$ cat src/mnht_pkg.sv
// Shared types for the multipath next hop table unit.
// No dependencies.
package mnht_pkg;

   typedef enum logic [1:0] {
      OP_ADD    = 2'd0,
      OP_DELETE = 2'd1,
      OP_ROTATE = 2'd2,
      OP_LOOKUP = 2'd3
   } op_type;

   typedef struct packed {
      op_type      operation;
      logic [31:0] next_hop;
      logic [15:0] hop_count;
   } req_type;

   typedef struct packed {
      logic        accepted;
      logic        found;
      logic [1:0]  found_slot;
      logic [2:0]  table_count;
      logic [2:0]  current_slot;
      logic [31:0] current_next_hop;
      logic [15:0] current_hops;
   } rsp_type;

   typedef struct packed {
      logic load;
      logic execute;
   } cmd_type;

endpackage

$ cat src/mnht_datapath.sv
// Datapath: route table, count, round-robin pointer, result fields.
// Depends on mnht_pkg.
module mnht_datapath #(
   parameter int MAX_ROUTES = 4
) (
   input  logic             clock,
   input  logic             reset,
   input  mnht_pkg::cmd_type cmd,
   input  mnht_pkg::req_type req_data,
   output mnht_pkg::rsp_type rsp_data
);

   localparam int IDX_W = (MAX_ROUTES > 1) ? $clog2(MAX_ROUTES) : 1;
   localparam int CNT_W = $clog2(MAX_ROUTES + 1);
   localparam int SW    = (IDX_W > 2) ? IDX_W : 2;
   localparam int CW    = (CNT_W > 3) ? CNT_W : 3;
   localparam logic [CNT_W-1:0] MAX_CNT = CNT_W'(MAX_ROUTES);

   mnht_pkg::req_type req_ff;

   logic [31:0]      addr_ff [MAX_ROUTES];
   logic [15:0]      hops_ff [MAX_ROUTES];
   logic [CNT_W-1:0] count_ff;
   logic [CNT_W-1:0] ptr_ff;
   logic             accepted_ff;
   logic             found_ff;
   logic [IDX_W-1:0] slot_ff;

   logic             hit;
   logic [IDX_W-1:0] slot;
   logic             add_ok;
   logic             del_ok;
   logic [CNT_W-1:0] count_dec;
   logic [CNT_W:0]   ptr_inc;
   logic [CNT_W-1:0] count_in;
   logic [CNT_W-1:0] ptr_in;
   logic             accepted_in;

   always_comb begin
      hit  = 1'b0;
      slot = '0;
      for (int i = 0; i < MAX_ROUTES; i++) begin
         if ((CNT_W'(i) < count_ff) && (addr_ff[i] == req_ff.next_hop)) begin
            hit  = 1'b1;
            slot = IDX_W'(i);
         end
      end
   end

   always_comb begin
      add_ok      = (req_ff.operation == mnht_pkg::OP_ADD) && (count_ff < MAX_CNT) && !hit;
      del_ok      = (req_ff.operation == mnht_pkg::OP_DELETE) && hit;
      count_dec   = count_ff - CNT_W'(1);
      ptr_inc     = {1'b0, ptr_ff} + (CNT_W + 1)'(1);
      count_in    = count_ff;
      ptr_in      = ptr_ff;
      accepted_in = 1'b0;
      unique case (req_ff.operation)
         mnht_pkg::OP_ADD: begin
            accepted_in = add_ok;
            if (add_ok) begin
               count_in = count_ff + CNT_W'(1);
            end
         end
         mnht_pkg::OP_DELETE: begin
            accepted_in = del_ok;
            if (del_ok) begin
               count_in = count_dec;
               if (ptr_ff > count_dec) begin
                  ptr_in = count_dec;
               end
            end
         end
         mnht_pkg::OP_ROTATE: begin
            accepted_in = 1'b1;
            ptr_in = (ptr_inc >= {1'b0, count_ff}) ? '0 : ptr_inc[CNT_W-1:0];
         end
         default: begin
            accepted_in = hit;
         end
      endcase
   end

   always_ff @(posedge clock) begin
      if (reset) begin
         count_ff <= '0;
         ptr_ff   <= '0;
      end else if (cmd.execute) begin
         count_ff <= count_in;
         ptr_ff   <= ptr_in;
      end
   end

   always_ff @(posedge clock) begin
      if (cmd.load) begin
         req_ff <= req_data;
      end
      if (cmd.execute) begin
         accepted_ff <= accepted_in;
         found_ff    <= hit;
         slot_ff     <= slot;
         for (int i = 0; i < MAX_ROUTES; i++) begin
            if (add_ok && (count_ff == CNT_W'(i))) begin
               addr_ff[i] <= req_ff.next_hop;
               hops_ff[i] <= req_ff.hop_count;
            end
         end
         for (int i = 0; i < MAX_ROUTES - 1; i++) begin
            if (del_ok && (IDX_W'(i) >= slot)) begin
               addr_ff[i] <= addr_ff[i+1];
               hops_ff[i] <= hops_ff[i+1];
            end
         end
      end
   end

   logic [SW-1:0]    slot_wide;
   logic [CW-1:0]    count_wide;
   logic [CW-1:0]    ptr_wide;
   logic             ptr_valid;
   logic [IDX_W-1:0] ptr_idx;

   always_comb begin
      slot_wide  = SW'(slot_ff);
      count_wide = CW'(count_ff);
      ptr_wide   = CW'(ptr_ff);
      ptr_valid  = ptr_ff < count_ff;
      ptr_idx    = ptr_ff[IDX_W-1:0];

      rsp_data.accepted     = accepted_ff;
      rsp_data.found        = found_ff;
      rsp_data.found_slot   = slot_wide[1:0];
      rsp_data.table_count  = count_wide[2:0];
      rsp_data.current_slot = ptr_wide[2:0];
      if (ptr_valid) begin
         rsp_data.current_next_hop = addr_ff[ptr_idx];
         rsp_data.current_hops     = hops_ff[ptr_idx];
      end else begin
         rsp_data.current_next_hop = '0;
         rsp_data.current_hops     = '0;
      end
   end

endmodule

$ cat src/mnht_ctrl.sv
// Controller: sequences capture, execute and response beat.
// Depends on mnht_pkg.
module mnht_ctrl (
   input  logic              clock,
   input  logic              reset,
   input  logic              start,
   output logic              busy,
   output logic              rsp_valid,
   output mnht_pkg::cmd_type cmd
);

   typedef enum logic [1:0] {
      ST_IDLE,
      ST_EXEC,
      ST_RESP
   } state_type;

   state_type state_ff;
   logic      busy_ff;
   logic      rsp_valid_ff;
   logic      take;

   assign take        = start && !busy_ff;
   assign busy        = busy_ff;
   assign rsp_valid   = rsp_valid_ff;
   assign cmd.load    = take;
   assign cmd.execute = (state_ff == ST_EXEC);

   always_ff @(posedge clock) begin
      if (reset) begin
         state_ff     <= ST_IDLE;
         busy_ff      <= 1'b0;
         rsp_valid_ff <= 1'b0;
      end else begin
         unique case (state_ff)
            ST_IDLE, ST_RESP: begin
               rsp_valid_ff <= 1'b0;
               if (take) begin
                  state_ff <= ST_EXEC;
                  busy_ff  <= 1'b1;
               end else begin
                  state_ff <= ST_IDLE;
                  busy_ff  <= 1'b0;
               end
            end
            ST_EXEC: begin
               state_ff     <= ST_RESP;
               busy_ff      <= 1'b0;
               rsp_valid_ff <= 1'b1;
            end
            default: begin
               state_ff     <= ST_IDLE;
               busy_ff      <= 1'b0;
               rsp_valid_ff <= 1'b0;
            end
         endcase
      end
   end

endmodule

$ cat src/multipath_next_hop_table_unit.sv
// Top level of the multipath next hop table unit.
// Depends on mnht_pkg, mnht_ctrl and mnht_datapath.
//
// Usage:
//   Request channel: drive req_data and raise start; the beat is taken at
//   a rising edge where start is high and busy is low.
//   Response channel: rsp_valid is high for exactly one cycle and rsp_data
//   holds the result during that cycle. The receiver cannot stall.
// Sequence: after the request edge the controller enters the execute state,
//   which compares and updates the table; rsp_valid is registered as it
//   moves to the response state, where the receiver takes the beat.
// Pacing: busy is high only in the execute cycle, and a new request may be
//   taken in the response cycle. The controller has a single execute step.
// Reset (synchronous, active high): route count and pointer go to zero,
//   the controller returns to idle and no response is pending. Table
//   entries are not cleared; slots at or above the count are never shown.
// Delete shifts later entries down; all live slots are compared against
//   next_hop in parallel on every operation.
module multipath_next_hop_table_unit #(
   parameter int MAX_ROUTES = 4
) (
   input  logic              clock,
   input  logic              reset,
   input  logic              start,
   output logic              busy,
   input  mnht_pkg::req_type req_data,
   output logic              rsp_valid,
   output mnht_pkg::rsp_type rsp_data
);

   mnht_pkg::cmd_type cmd;

   mnht_ctrl u_ctrl (
      .clock     (clock),
      .reset     (reset),
      .start     (start),
      .busy      (busy),
      .rsp_valid (rsp_valid),
      .cmd       (cmd)
   );

   mnht_datapath #(
      .MAX_ROUTES (MAX_ROUTES)
   ) u_datapath (
      .clock    (clock),
      .reset    (reset),
      .cmd      (cmd),
      .req_data (req_data),
      .rsp_data (rsp_data)
   );

endmodule

$ cat config.mk
export PLATFORM = sky130hd
export DESIGN_NAME = multipath_next_hop_table_unit
export DESIGN_NICKNAME = d
export VERILOG_FILES = /design/src/mnht_pkg.sv /design/src/mnht_datapath.sv /design/src/mnht_ctrl.sv /design/src/multipath_next_hop_table_unit.sv
export SDC_FILE = /design/constraint.sdc
export NUM_CORES = 1
export LEC_CHECK = 0
export BUFFER_PORTS_ARGS = -buffer_cell sky130_fd_sc_hd__clkbuf_2
export CAP_MARGIN = 10
export CELL_PAD_IN_SITES_DETAIL_PLACEMENT = 0
export CELL_PAD_IN_SITES_GLOBAL_PLACEMENT = 1
export CORE_ASPECT_RATIO = 0.75
export CORE_UTILIZATION = 31
export CTS_BUF_LIST = sky130_fd_sc_hd__clkbuf_2 sky130_fd_sc_hd__clkbuf_4 sky130_fd_sc_hd__clkbuf_8
export DETAILED_ROUTE_END_ITERATION = 16
export PLACE_DENSITY_LB_ADDON = 0.1
export SLEW_MARGIN = 0
export SYNTH_ARGS = -nofsm -noshare
export SYNTH_HDL_FRONTEND = slang
export SYNTH_SLANG_ARGS = --single-unit
$ cat constraint.sdc
create_clock -name clock -period 8.76 [get_ports clock]
set_input_delay 0 -clock clock [delete_from_list [all_inputs] [get_ports clock]]
set_output_delay 0 -clock clock [all_outputs]
set_load 0.1 [all_outputs]
==> flow_metrics.env, run 1 <==
export IMPL_status="complete, no violations"
export IMPL_final_common_cell="edfxtp_1"
export IMPL_vias=8554
export IMPL_drc_errors=0
export IMPL_core_um2=43800
export IMPL_hpwl_mm=27.0
export IMPL_die_h_um=185
export IMPL_cts_tree="yes"
export IMPL_cts_resized=0
export IMPL_ys_top_cells_by_area="edfxtp_1 53%, mux2_1 10%, mux4_2 7.8%"
export IMPL_p_switching_mw=0.835
export IMPL_p_sw_frac=0.286
export IMPL_nNetsFinal=1185
export IMPL_final_max_slew_violation_count=0
export IMPL_holdPathEnd="u_datapath.req_ff[4]"
export IMPL_initial_core_util=0.318
export IMPL_r2r_cells=8
export IMPL_reg2reg_from="u_datapath.req_ff[31]"
export IMPL_synth_top_area_frac=0.531
export IMPL_dr_pass1_iters=5
export IMPL_hold_viol=0
export IMPL_fill_cells=4270
export IMPL_clk_latency_ns=0.61
export IMPL_via_per_inst=4.97
export IMPL_grt_pass1_vias=8525
export IMPL_hold_slack_ns=0.0995
export IMPL_drive_gt1_frac=0.232
export IMPL_crit_start="u_datapath.req_ff[31]"
export IMPL_die_area_um2=45700
export IMPL_clk_pin_slew_ns=0.06
export IMPL_critPathMaxFanout=72
export IMPL_wl_mm=40.3
export IMPL_required_ns=9.09
export IMPL_instances_no_fill=1722
export IMPL_cts_setup_buffers=0
export IMPL_rrSetupSlack_ns=4.33
export IMPL_synth_seq_area_share=0.547
export IMPL_cts_hold_buffers=51
export IMPL_synth_top_area_cell="edfxtp_1"
export IMPL_whs_path_depth=2
export IMPL_grt_usage=0.179
export IMPL_ys_types=51
export IMPL_wl_per_cell_um=23.4
export IMPL_cts_root_buf="clkbuf_8"
export IMPL_p_seq_frac=0.483
export IMPL_synth_edf_count=246
export IMPL_synthesis_area_um2=13900
export IMPL_setup_violations=0
export IMPL_leakage_nw=5.34
export IMPL_fin_skew_ns=0.0345
export IMPL_min_from="req_data[4]"
export IMPL_layout_common_cells="246 x edfxtp_1, 128 x mux2_1, 112 x clkbuf_2"
export IMPL_setup_tns_ns=0
export IMPL_critPathArrivalTime_ns=4.76
export IMPL_tightest_slew_ns=0.997
export IMPL_synthToLayoutAreaGrowth_pct=16.8
export IMPL_synthFlopType="edfxtp_1"
export IMPL_critPathKind="flop to flop"
export IMPL_numCtsBuffers=47
export IMPL_ir_drop_uv=106
export IMPL_p_clk_frac=0.388
export IMPL_cts_buffer_depth=3
export IMPL_fmax_ghz=0.226
export IMPL_cp_end_kind="flop"
export IMPL_internal_power_mw=2.08
export IMPL_antenna_found_initial=1
export IMPL_htreeDepth=2
export IMPL_relSlewSlack=0.335
export IMPL_globalRouteOverflowTotal=0
export IMPL_die_w_um=247
export IMPL_start_kind="flop"
export IMPL_ys_async_sr_fraction=0
export IMPL_maxCapViolCount=0
export IMPL_clkSinkCount=257
export IMPL_port_buffers=112
export IMPL_syn_instance_count=965
export IMPL_min_period_ns=4.43
export IMPL_grt_max_degree=73
export IMPL_io_pins=113
export IMPL_fin_util=0.371
export IMPL_rsz0062_at_grt="no"
export IMPL_synth_seq_cells=257
export IMPL_r2r_end="u_datapath.addr_ff[1][19]"
export IMPL_yosys_warnings=0
export IMPL_dp_cells=1591
export IMPL_drtIter0Drc=592
export IMPL_p_per_area_nw_per_um2=180
export IMPL_rows=66
export IMPL_power_total_mw=2.92
export IMPL_fin_crit_sh=0.506
export IMPL_gp_congestion=0.944
export IMPL_grt_pass1_wl_mm=59.3
export IMPL_comb_power_share=0.129
export IMPL_min_path_type="primary input to flop"
export IMPL_synthesis_nets=1037
export IMPL_syn_area_per_cell_um2=14.4
export IMPL_drtAntennaViolNets=0
cell type report:
type / count / area (um2) / area share
antenna: 2 / 5.00 / 0.000308
inverter: 19 / 71.3 / 0.00439
timing repair buffer: 174 / 1150 / 0.0711
tap: 578 / 723 / 0.0445
multi-input combinational: 614 / 5790 / 0.356
sequential: 257 / 7610 / 0.469
clock buffer: 62 / 759 / 0.0468
clock inverter: 16 / 124 / 0.00763
state kept, by name, summed over array words and instances (netlist names), named ones only:
name / count
u_datapath.addr_ff: 128
u_datapath.hops_ff: 64
u_datapath.req_ff: 50
u_datapath.count_ff: 3
u_datapath.ptr_ff: 3
u_datapath.slot_ff: 2
u_ctrl.busy: 1
u_ctrl.rsp_valid: 1
u_ctrl.state_ff: 1
u_datapath.accepted_ff: 1
u_datapath.found_ff: 1
power groups by stage:
stage / Clock, mW / Combinational [mW] / Sequential (mW)
floorplan: 0 / 0.278 / 1.42
global placement: 0 / 0.362 / 1.44
detailed placement: 0 / 0.362 / 1.44
CTS: 1.18 / 0.381 / 1.41
global route: 1.23 / 0.399 / 1.41
finish: 1.13 / 0.376 / 1.41
worst max path at each step:
stage | end | slack, ns | cells past startpoint
4_1_cts | u_datapath.addr_ff[1][19] | 4.39 | 8
2_1_floorplan | u_datapath.addr_ff[0][0] | 2.14 | 9
6_report | u_datapath.addr_ff[1][19] | 4.33 | 8
3_5_place_dp | u_datapath.hops_ff[0][1] | 4.38 | 8
3_3_place_gp | u_datapath.hops_ff[0][1] | 4.39 | 8
5_1_grt | u_datapath.addr_ff[1][19] | 4.17 | 8
synthesized netlist by cell type, drive strengths merged, types with 2 or more instances:
library cell  instances
nand2b               10
clkbuf               42
a311oi                2
nor2b                95
xor2                 18
or4                   5
nand3b                2
mux4                 48
nor4bb                2
o21ai                 4
edfxtp              246
nor2                 14
dfxtp                11
mux2i                 7
ha                   19
o22ai                 3
nor3                  8
inv                  19
and4                  2
xnor2               110
o221a                 3
mux2                142
nor4                 14
nand3                 8
nand2                22
a211oi                4
nand4                47
nor3b                 2
buf                  33
or3                   2
a21oi                 7
metal layers:
layer | part of all wire | global-route usage | vias to the layer above | wire length (um)
met1 | 0.53 | 0.280 | 4385 | 21200
li1 | - | - | 3930 | -
met2 | 0.42 | 0.254 | 194 | 17000
met3 | 0.039 | 0.0307 | 45 | 1590
met4 | 0.012 | 0.0373 | 0 | 504
met5 | 0 | 0 | - | 0
per-stage QoR:
stage,setup slack (ns),area (um2)
CTS,4.39,16200
finish,4.33,16200
detailed placement,4.38,14800
floorplan,2.14,13900
global placement,4.39,14800
global route,4.17,16200
cell families (layout without fill, tap and decap cells):
group | Yosys count | after routing | synth area share
xor+xnor | 128 | 128 | 0.0806
buf+inv | 94 | 271 | 0.0384
fa+ha+maj | 19 | 19 | 0.0171
mux | 197 | 197 | 0.198
simple gates | 238 | 238 | 0.102
compound gates | 32 | 32 | 0.0172
flops | 257 | 257 | 0.547
other cells | 0 | 2 | 0
worst max-delay path: stages (launching register included):
cell and delay (ns):
edfxtp_1 0.54, xor2_1 0.25, or4_1 0.52, or4b_1 0.47, or4_1 0.48, and4_1 0.44
a21oi_4 0.24, buf_4 0.72, mux2_1 0.39
Power figures use the tool's default switching activity.
==> run 2: changes to the inputs <==
==> constraint.sdc (replaced) <==
create_clock -name clock -period 4.1 [get_ports clock]
set_input_delay 0 -clock clock [delete_from_list [all_inputs] [get_ports clock]]
set_output_delay 0 -clock clock [all_outputs]
set_load 0.1 [all_outputs]
==> run 2 against run 1 <==
  * Via count increased by 0.67%
  * Combinational power increased by 120%
  * Maximum frequency rose by 17%
  * Sequential power increased by 110%
  * Die area did not move
  * Clock skew grew 0.0018 ns
  * Critical path type unchanged
  * Largest cell class unchanged
  * Largest power group unchanged
==> flow_metrics.env, run 2 (synthesis results as in run 1) <==
export IMPL_layout_common_cells="246 x edfxtp_1, 128 x mux2_1, 112 x clkbuf_2"
export IMPL_grt_usage=0.177
export IMPL_fill_cells=4220
export IMPL_cts_buffer_depth=3
export IMPL_antenna_cells=0
export IMPL_top_regs="u_datapath.addr_ff: 128 flops, u_datapath.hops_ff: 64 flops, u_datapath.req_ff: 50 flops"
export IMPL_cts_resized=0
export IMPL_drc_errors=0
export IMPL_min_from="req_data[0]"
export IMPL_drtAntennaViolNets=0
export IMPL_grt_pass1_vias=8599
export IMPL_die_w_um=247
export IMPL_critPathArrivalTime_ns=4.10
export IMPL_numCtsBuffers=46
export IMPL_rows=66
export IMPL_dr_pass1_iters=5
export IMPL_min_path_type="primary input to flop"
export IMPL_fin_crit_sh=0.920
export IMPL_ir_drop_uv=240
export IMPL_fin_skew_ns=0.0363
export IMPL_cp_end_kind="flop"
export IMPL_reg2reg_from="u_datapath.req_ff[40]"
export IMPL_grt_max_degree=53
export IMPL_start_kind="flop"
export IMPL_cts_hold_buffers=51
export IMPL_whs_path_depth=2
export IMPL_largest_register_ffs=128
export IMPL_antenna_found_initial=2
export IMPL_synthToLayoutAreaGrowth_pct=19.0
export IMPL_via_per_inst=4.95
export IMPL_hpwl_mm=27.5
export IMPL_hold_viol=0
export IMPL_vias=8611
export IMPL_maxCapViolCount=0
export IMPL_gp_congestion=0.885
export IMPL_tightest_slew_ns=0.907
export IMPL_min_period_ns=3.77
export IMPL_fmax_ghz=0.265
export IMPL_nNetsFinal=1204
export IMPL_port_buffers=112
export IMPL_relSlewSlack=0.396
export IMPL_clk_latency_ns=0.60
export IMPL_leakage_nw=5.50
export IMPL_rrSetupSlack_ns=0.33
export IMPL_required_ns=4.43
export IMPL_initial_core_util=0.318
export IMPL_htreeDepth=2
export IMPL_die_area_um2=45700
export IMPL_die_h_um=185
export IMPL_cts_root_buf="clkbuf_8"
export IMPL_r2r_end="u_datapath.hops_ff[0][11]"
export IMPL_p_per_area_nw_per_um2=375
export IMPL_wl_per_cell_um=23.1
export IMPL_clkSinkCount=257
export IMPL_final_common_cell="edfxtp_1"
export IMPL_rsz0062_at_grt="no"
export IMPL_setup_tns_ns=0
export IMPL_drtIter0Drc=551
export IMPL_critPathKind="flop to flop"
export IMPL_cts_tree="yes"
export IMPL_wl_mm=40.2
export IMPL_status="complete, no violations"
export IMPL_io_pins=113
export IMPL_r2r_cells=9
export IMPL_largest_register="u_datapath.addr_ff"
export IMPL_clk_pin_slew_ns=0.06
export IMPL_globalRouteOverflowTotal=0
export IMPL_core_um2=43800
export IMPL_grt_pass1_wl_mm=58.9
export IMPL_holdPathEnd="u_datapath.req_ff[0]"
export IMPL_layout_setup_ws_ns=0.330
export IMPL_dp_worst_setup_slack_ns=0.346
export IMPL_setup_violations=0
export IMPL_critPathMaxFanout=26
export IMPL_cts_setup_buffers=0
export IMPL_final_max_slew_violation_count=0
export IMPL_drive_gt1_frac=0.249
run 2: through the flow:
step	util	total power, mW	cell area [um2]	std cells	hold slack [ns]
final	0.378	6.20	16500	1739	0.107
after floorplan	-	3.62	13900	965	0.0989
after global placement	0.346	3.85	15200	1611	0.177
after CTS	0.378	6.31	16500	1739	0.0419
after detailed placement	0.346	3.85	15200	1611	0.179
after global routing	0.378	6.46	16500	1739	0.0597
run 2: final cells by class:
type                            count  area (um2)  area share
Clock inverter                     11        81.3     0.00492
Sequential cell                   257        7610       0.460
Tap cell                          578         723      0.0437
Timing Repair Buffer              194        1480      0.0894
Multi-Input combinational cell    614        5790       0.350
Inverter                           19        71.3     0.00431
Clock buffer                       66         790      0.0477
run 2: worst max-delay path by stage:
stage | endpoint | slack [ns] | from
floorplan | u_datapath.addr_ff[0][0] | 0.08 | u_datapath.count_ff[1]
global placement | u_datapath.hops_ff[0][4] | 0.35 | u_datapath.req_ff[40]
detailed placement | u_datapath.hops_ff[0][9] | 0.35 | u_datapath.req_ff[40]
CTS | u_datapath.hops_ff[0][11] | 0.33 | u_datapath.req_ff[40]
global route | u_datapath.hops_ff[2][11] | 0.20 | u_datapath.req_ff[24]
finish | u_datapath.hops_ff[0][11] | 0.33 | u_datapath.req_ff[40]
run 2: power by group:
| group | switching, mW | leakage (nW) | internal (mW) |
|---|---|---|---|
| combinational | 0.553 | 2.80 | 0.264 |
| clock | 1.12 | 0.465 | 1.24 |
| sequential | 0.0833 | 2.24 | 2.93 |
| total | 1.76 | 5.50 | 4.44 |
run 2: worst max-delay path, cell delays in order, from the launching register on:
cell	delay [ns]
edfxtp_1	0.52
xor2_1	0.20
or4_1	0.56
or4b_1	0.47
or4_1	0.46
and4_1	0.25
a21oi_4	0.25
buf_12	0.25
buf_12	0.19
mux2_2	0.34
run 2: routing by layer:
layer	wire, um	GRT usage	vias up	share of wire
li1	-	-	3973	-
met5	0	0	-	0
met2	16400	0.243	237	0.41
met1	20700	0.278	4334	0.51
met3	2300	0.0338	67	0.057
met4	871	0.0469	0	0.022
==> run 3: changes to the inputs <==
--- a/config.mk
+++ b/config.mk
@@ -9,9 +9,9 @@
 export CAP_MARGIN = 10
 export CELL_PAD_IN_SITES_DETAIL_PLACEMENT = 0
 export CELL_PAD_IN_SITES_GLOBAL_PLACEMENT = 1
-export CORE_ASPECT_RATIO = 0.75
+export CORE_ASPECT_RATIO = 2
 export CORE_UTILIZATION = 31
-export CTS_BUF_LIST = sky130_fd_sc_hd__clkbuf_2 sky130_fd_sc_hd__clkbuf_4 sky130_fd_sc_hd__clkbuf_8
+export CTS_BUF_LIST = sky130_fd_sc_hd__clkbuf_8
 export DETAILED_ROUTE_END_ITERATION = 16
 export PLACE_DENSITY_LB_ADDON = 0.1
 export SLEW_MARGIN = 0
==> run 3 against run 2 <==
  * Setup slack got worse by 0.043 ns
  * Via count shrank 0.74%
  * First-iteration DRC count shrank 28%
  * Global-route usage grew 1.8 points
  * Routed wire length is 7.6% higher
  * Non-clock buffer count increased by 1
  * Critical path depth down 1
  * Total power fell by 3.4%
  * Sequential share of layout area up 0.52 points
  * Critical endpoint is now u_datapath.hops_ff[0][7]
==> flow_metrics.env, run 3 (synthesis results as in run 1) <==
export IMPL_status="complete, no violations"
export IMPL_antenna_found_initial=1
export IMPL_nNetsFinal=1202
export IMPL_fin_crit_sh=0.930
export IMPL_min_period_ns=3.81
export IMPL_initial_core_util=0.315
export IMPL_critPathArrivalTime_ns=4.14
export IMPL_dp_cells=1588
export IMPL_clkSinkCount=257
export IMPL_cts_hold_buffers=52
export IMPL_grt_max_degree=82
export IMPL_die_area_um2=45700
export IMPL_fmax_ghz=0.262
export IMPL_layout_common_cells="246 x edfxtp_1, 128 x mux2_1, 112 x clkbuf_2"
export IMPL_setup_tns_ns=0
export IMPL_cp_end_kind="flop"
export IMPL_cp_cell_sequence="xor2_1 > or4_1 > or4b_1 > or4_1 > and4_1 > a21oi_4 > buf_12 > mux2_2"
export IMPL_hpwl_mm=30.7
export IMPL_power_total_mw=5.98
export IMPL_drtIter0Drc=396
export IMPL_dp_worst_setup_slack_ns=0.344
export IMPL_tightest_slew_ns=0.810
export IMPL_clk_pin_slew_ns=0.07
export IMPL_cts_buffer_depth=3
export IMPL_grt_usage=0.195
export IMPL_via_per_inst=4.97
export IMPL_clk_latency_ns=0.60
export IMPL_final_max_slew_violation_count=0
export IMPL_leakage_nw=5.48
export IMPL_wl_mm=43.3
export IMPL_maxCapViolCount=0
export IMPL_core_um2=44200
export IMPL_ir_drop_uv=224
export IMPL_rsz0062_at_grt="no"
export IMPL_vias=8547
export IMPL_largest_register_ffs=128
export IMPL_wl_per_cell_um=25.2
export IMPL_cts_setup_buffers=0
export IMPL_drtAntennaViolNets=0
export IMPL_io_pins=113
export IMPL_setup_violations=0
export IMPL_cp_slowest_stage_delay_ns=0.53
export IMPL_p_per_area_nw_per_um2=366
export IMPL_port_buffers=112
export IMPL_drc_errors=0
export IMPL_relSlewSlack=0.460
export IMPL_largest_register="u_datapath.addr_ff"
export IMPL_dr_pass1_iters=6
export IMPL_cp_slowest_cell="edfxtp_1"
export IMPL_grt_pass1_vias=9045
export IMPL_crit_top_cell="or4_1"
export IMPL_fin_util=0.370
export IMPL_layout_setup_ws_ns=0.286
export IMPL_gp_congestion=0.874
export IMPL_cts_resized=0
export IMPL_critPathMaxFanout=81
export IMPL_rows=109
export IMPL_cts_root_buf="clkbuf_8"
export IMPL_hold_viol=0
export IMPL_fin_skew_ns=0.0406
export IMPL_globalRouteOverflowTotal=0
export IMPL_die_w_um=152
export IMPL_die_h_um=301
export IMPL_final_common_cell="edfxtp_1"
export IMPL_fill_cells=4336
export IMPL_htreeDepth=2
export IMPL_synthToLayoutAreaGrowth_pct=17.7
export IMPL_top_regs="u_datapath.addr_ff: 128 flops, u_datapath.hops_ff: 64 flops, u_datapath.req_ff: 50 flops"
export IMPL_drive_gt1_frac=0.231
export IMPL_min_path_type="primary input to flop"
export IMPL_grt_pass1_wl_mm=62.9
export IMPL_required_ns=4.43
export IMPL_critPathKind="flop to flop"
export IMPL_cts_tree="yes"
export IMPL_instances_no_fill=1718
export IMPL_numCtsBuffers=43
export IMPL_start_kind="flop"
==> run 3: cell count changes in the layout (fill, tap and decap cells not counted), sizes merged <==
cell,change
dlygate4sd3,+1
clkbuf,-21
diode,+1
clkinv,+2
inv,+19
==> run 3: final cells by class <==
cell class                 instances  area [um2]  share of cell area
tap                              555         694              0.0425
timing repair buffer             195        1430              0.0872
clock inverter                    32         145             0.00887
antenna                            1        2.50            0.000153
multi-input combinational        614        5790               0.354
sequential                       257        7610               0.465
clock buffer                      45         619              0.0379
inverter                          19        71.3             0.00436
==> run 3: final timing paths <==
kind	slack (ns)	start	cells past startpoint	endpoint
min	0.11	req_data[3]	2	u_datapath.req_ff[3]
max	0.29	u_datapath.req_ff[31]	8	u_datapath.hops_ff[0][7]
min reg2reg	0.45	u_ctrl.state_ff[0]	1	u_ctrl.state_ff[0]
max reg2reg	0.29	u_datapath.req_ff[31]	8	u_datapath.hops_ff[0][7]
==> run 3: where the power goes <==
group | leakage (nW) | total, mW | switching, mW | internal [mW]
clock network | 0.468 | 2.14 | 1.12 | 1.02
logic | 2.77 | 0.830 | 0.564 | 0.267
registers | 2.24 | 3.01 | 0.0843 | 2.93
==> run 3: critical path, delay by kind of cell, from the launching register on <==
family | cells | cell delay [ns]
flops | 1 | 0.53
buf+inv | 1 | 0.40
mux | 1 | 0.39
simple gates | 4 | 1.69
xor+xnor | 1 | 0.20
compound gates | 1 | 0.26
==> run 3: through the flow <==
| stage | instance area, um2 | hold slack, ns |
|---|---|---|
| after CTS | 16400 | 0.0564 |
| after detailed placement | 15100 | 0.179 |
| after global routing | 16400 | 0.0872 |
| after global placement | 15100 | 0.177 |
| final | 16400 | 0.109 |
| after floorplan | 13900 | 0.0989 |
==> run 3: layer usage <==
metal / up-vias / part of all wire / global-route usage
li1: 3963 / - / -
met1: 4336 / 0.37 / 0.207
met2: 187 / 0.57 / 0.375
met3: 61 / 0.027 / 0.0219
met4: 0 / 0.041 / 0.0863
met5: - / 0 / 0
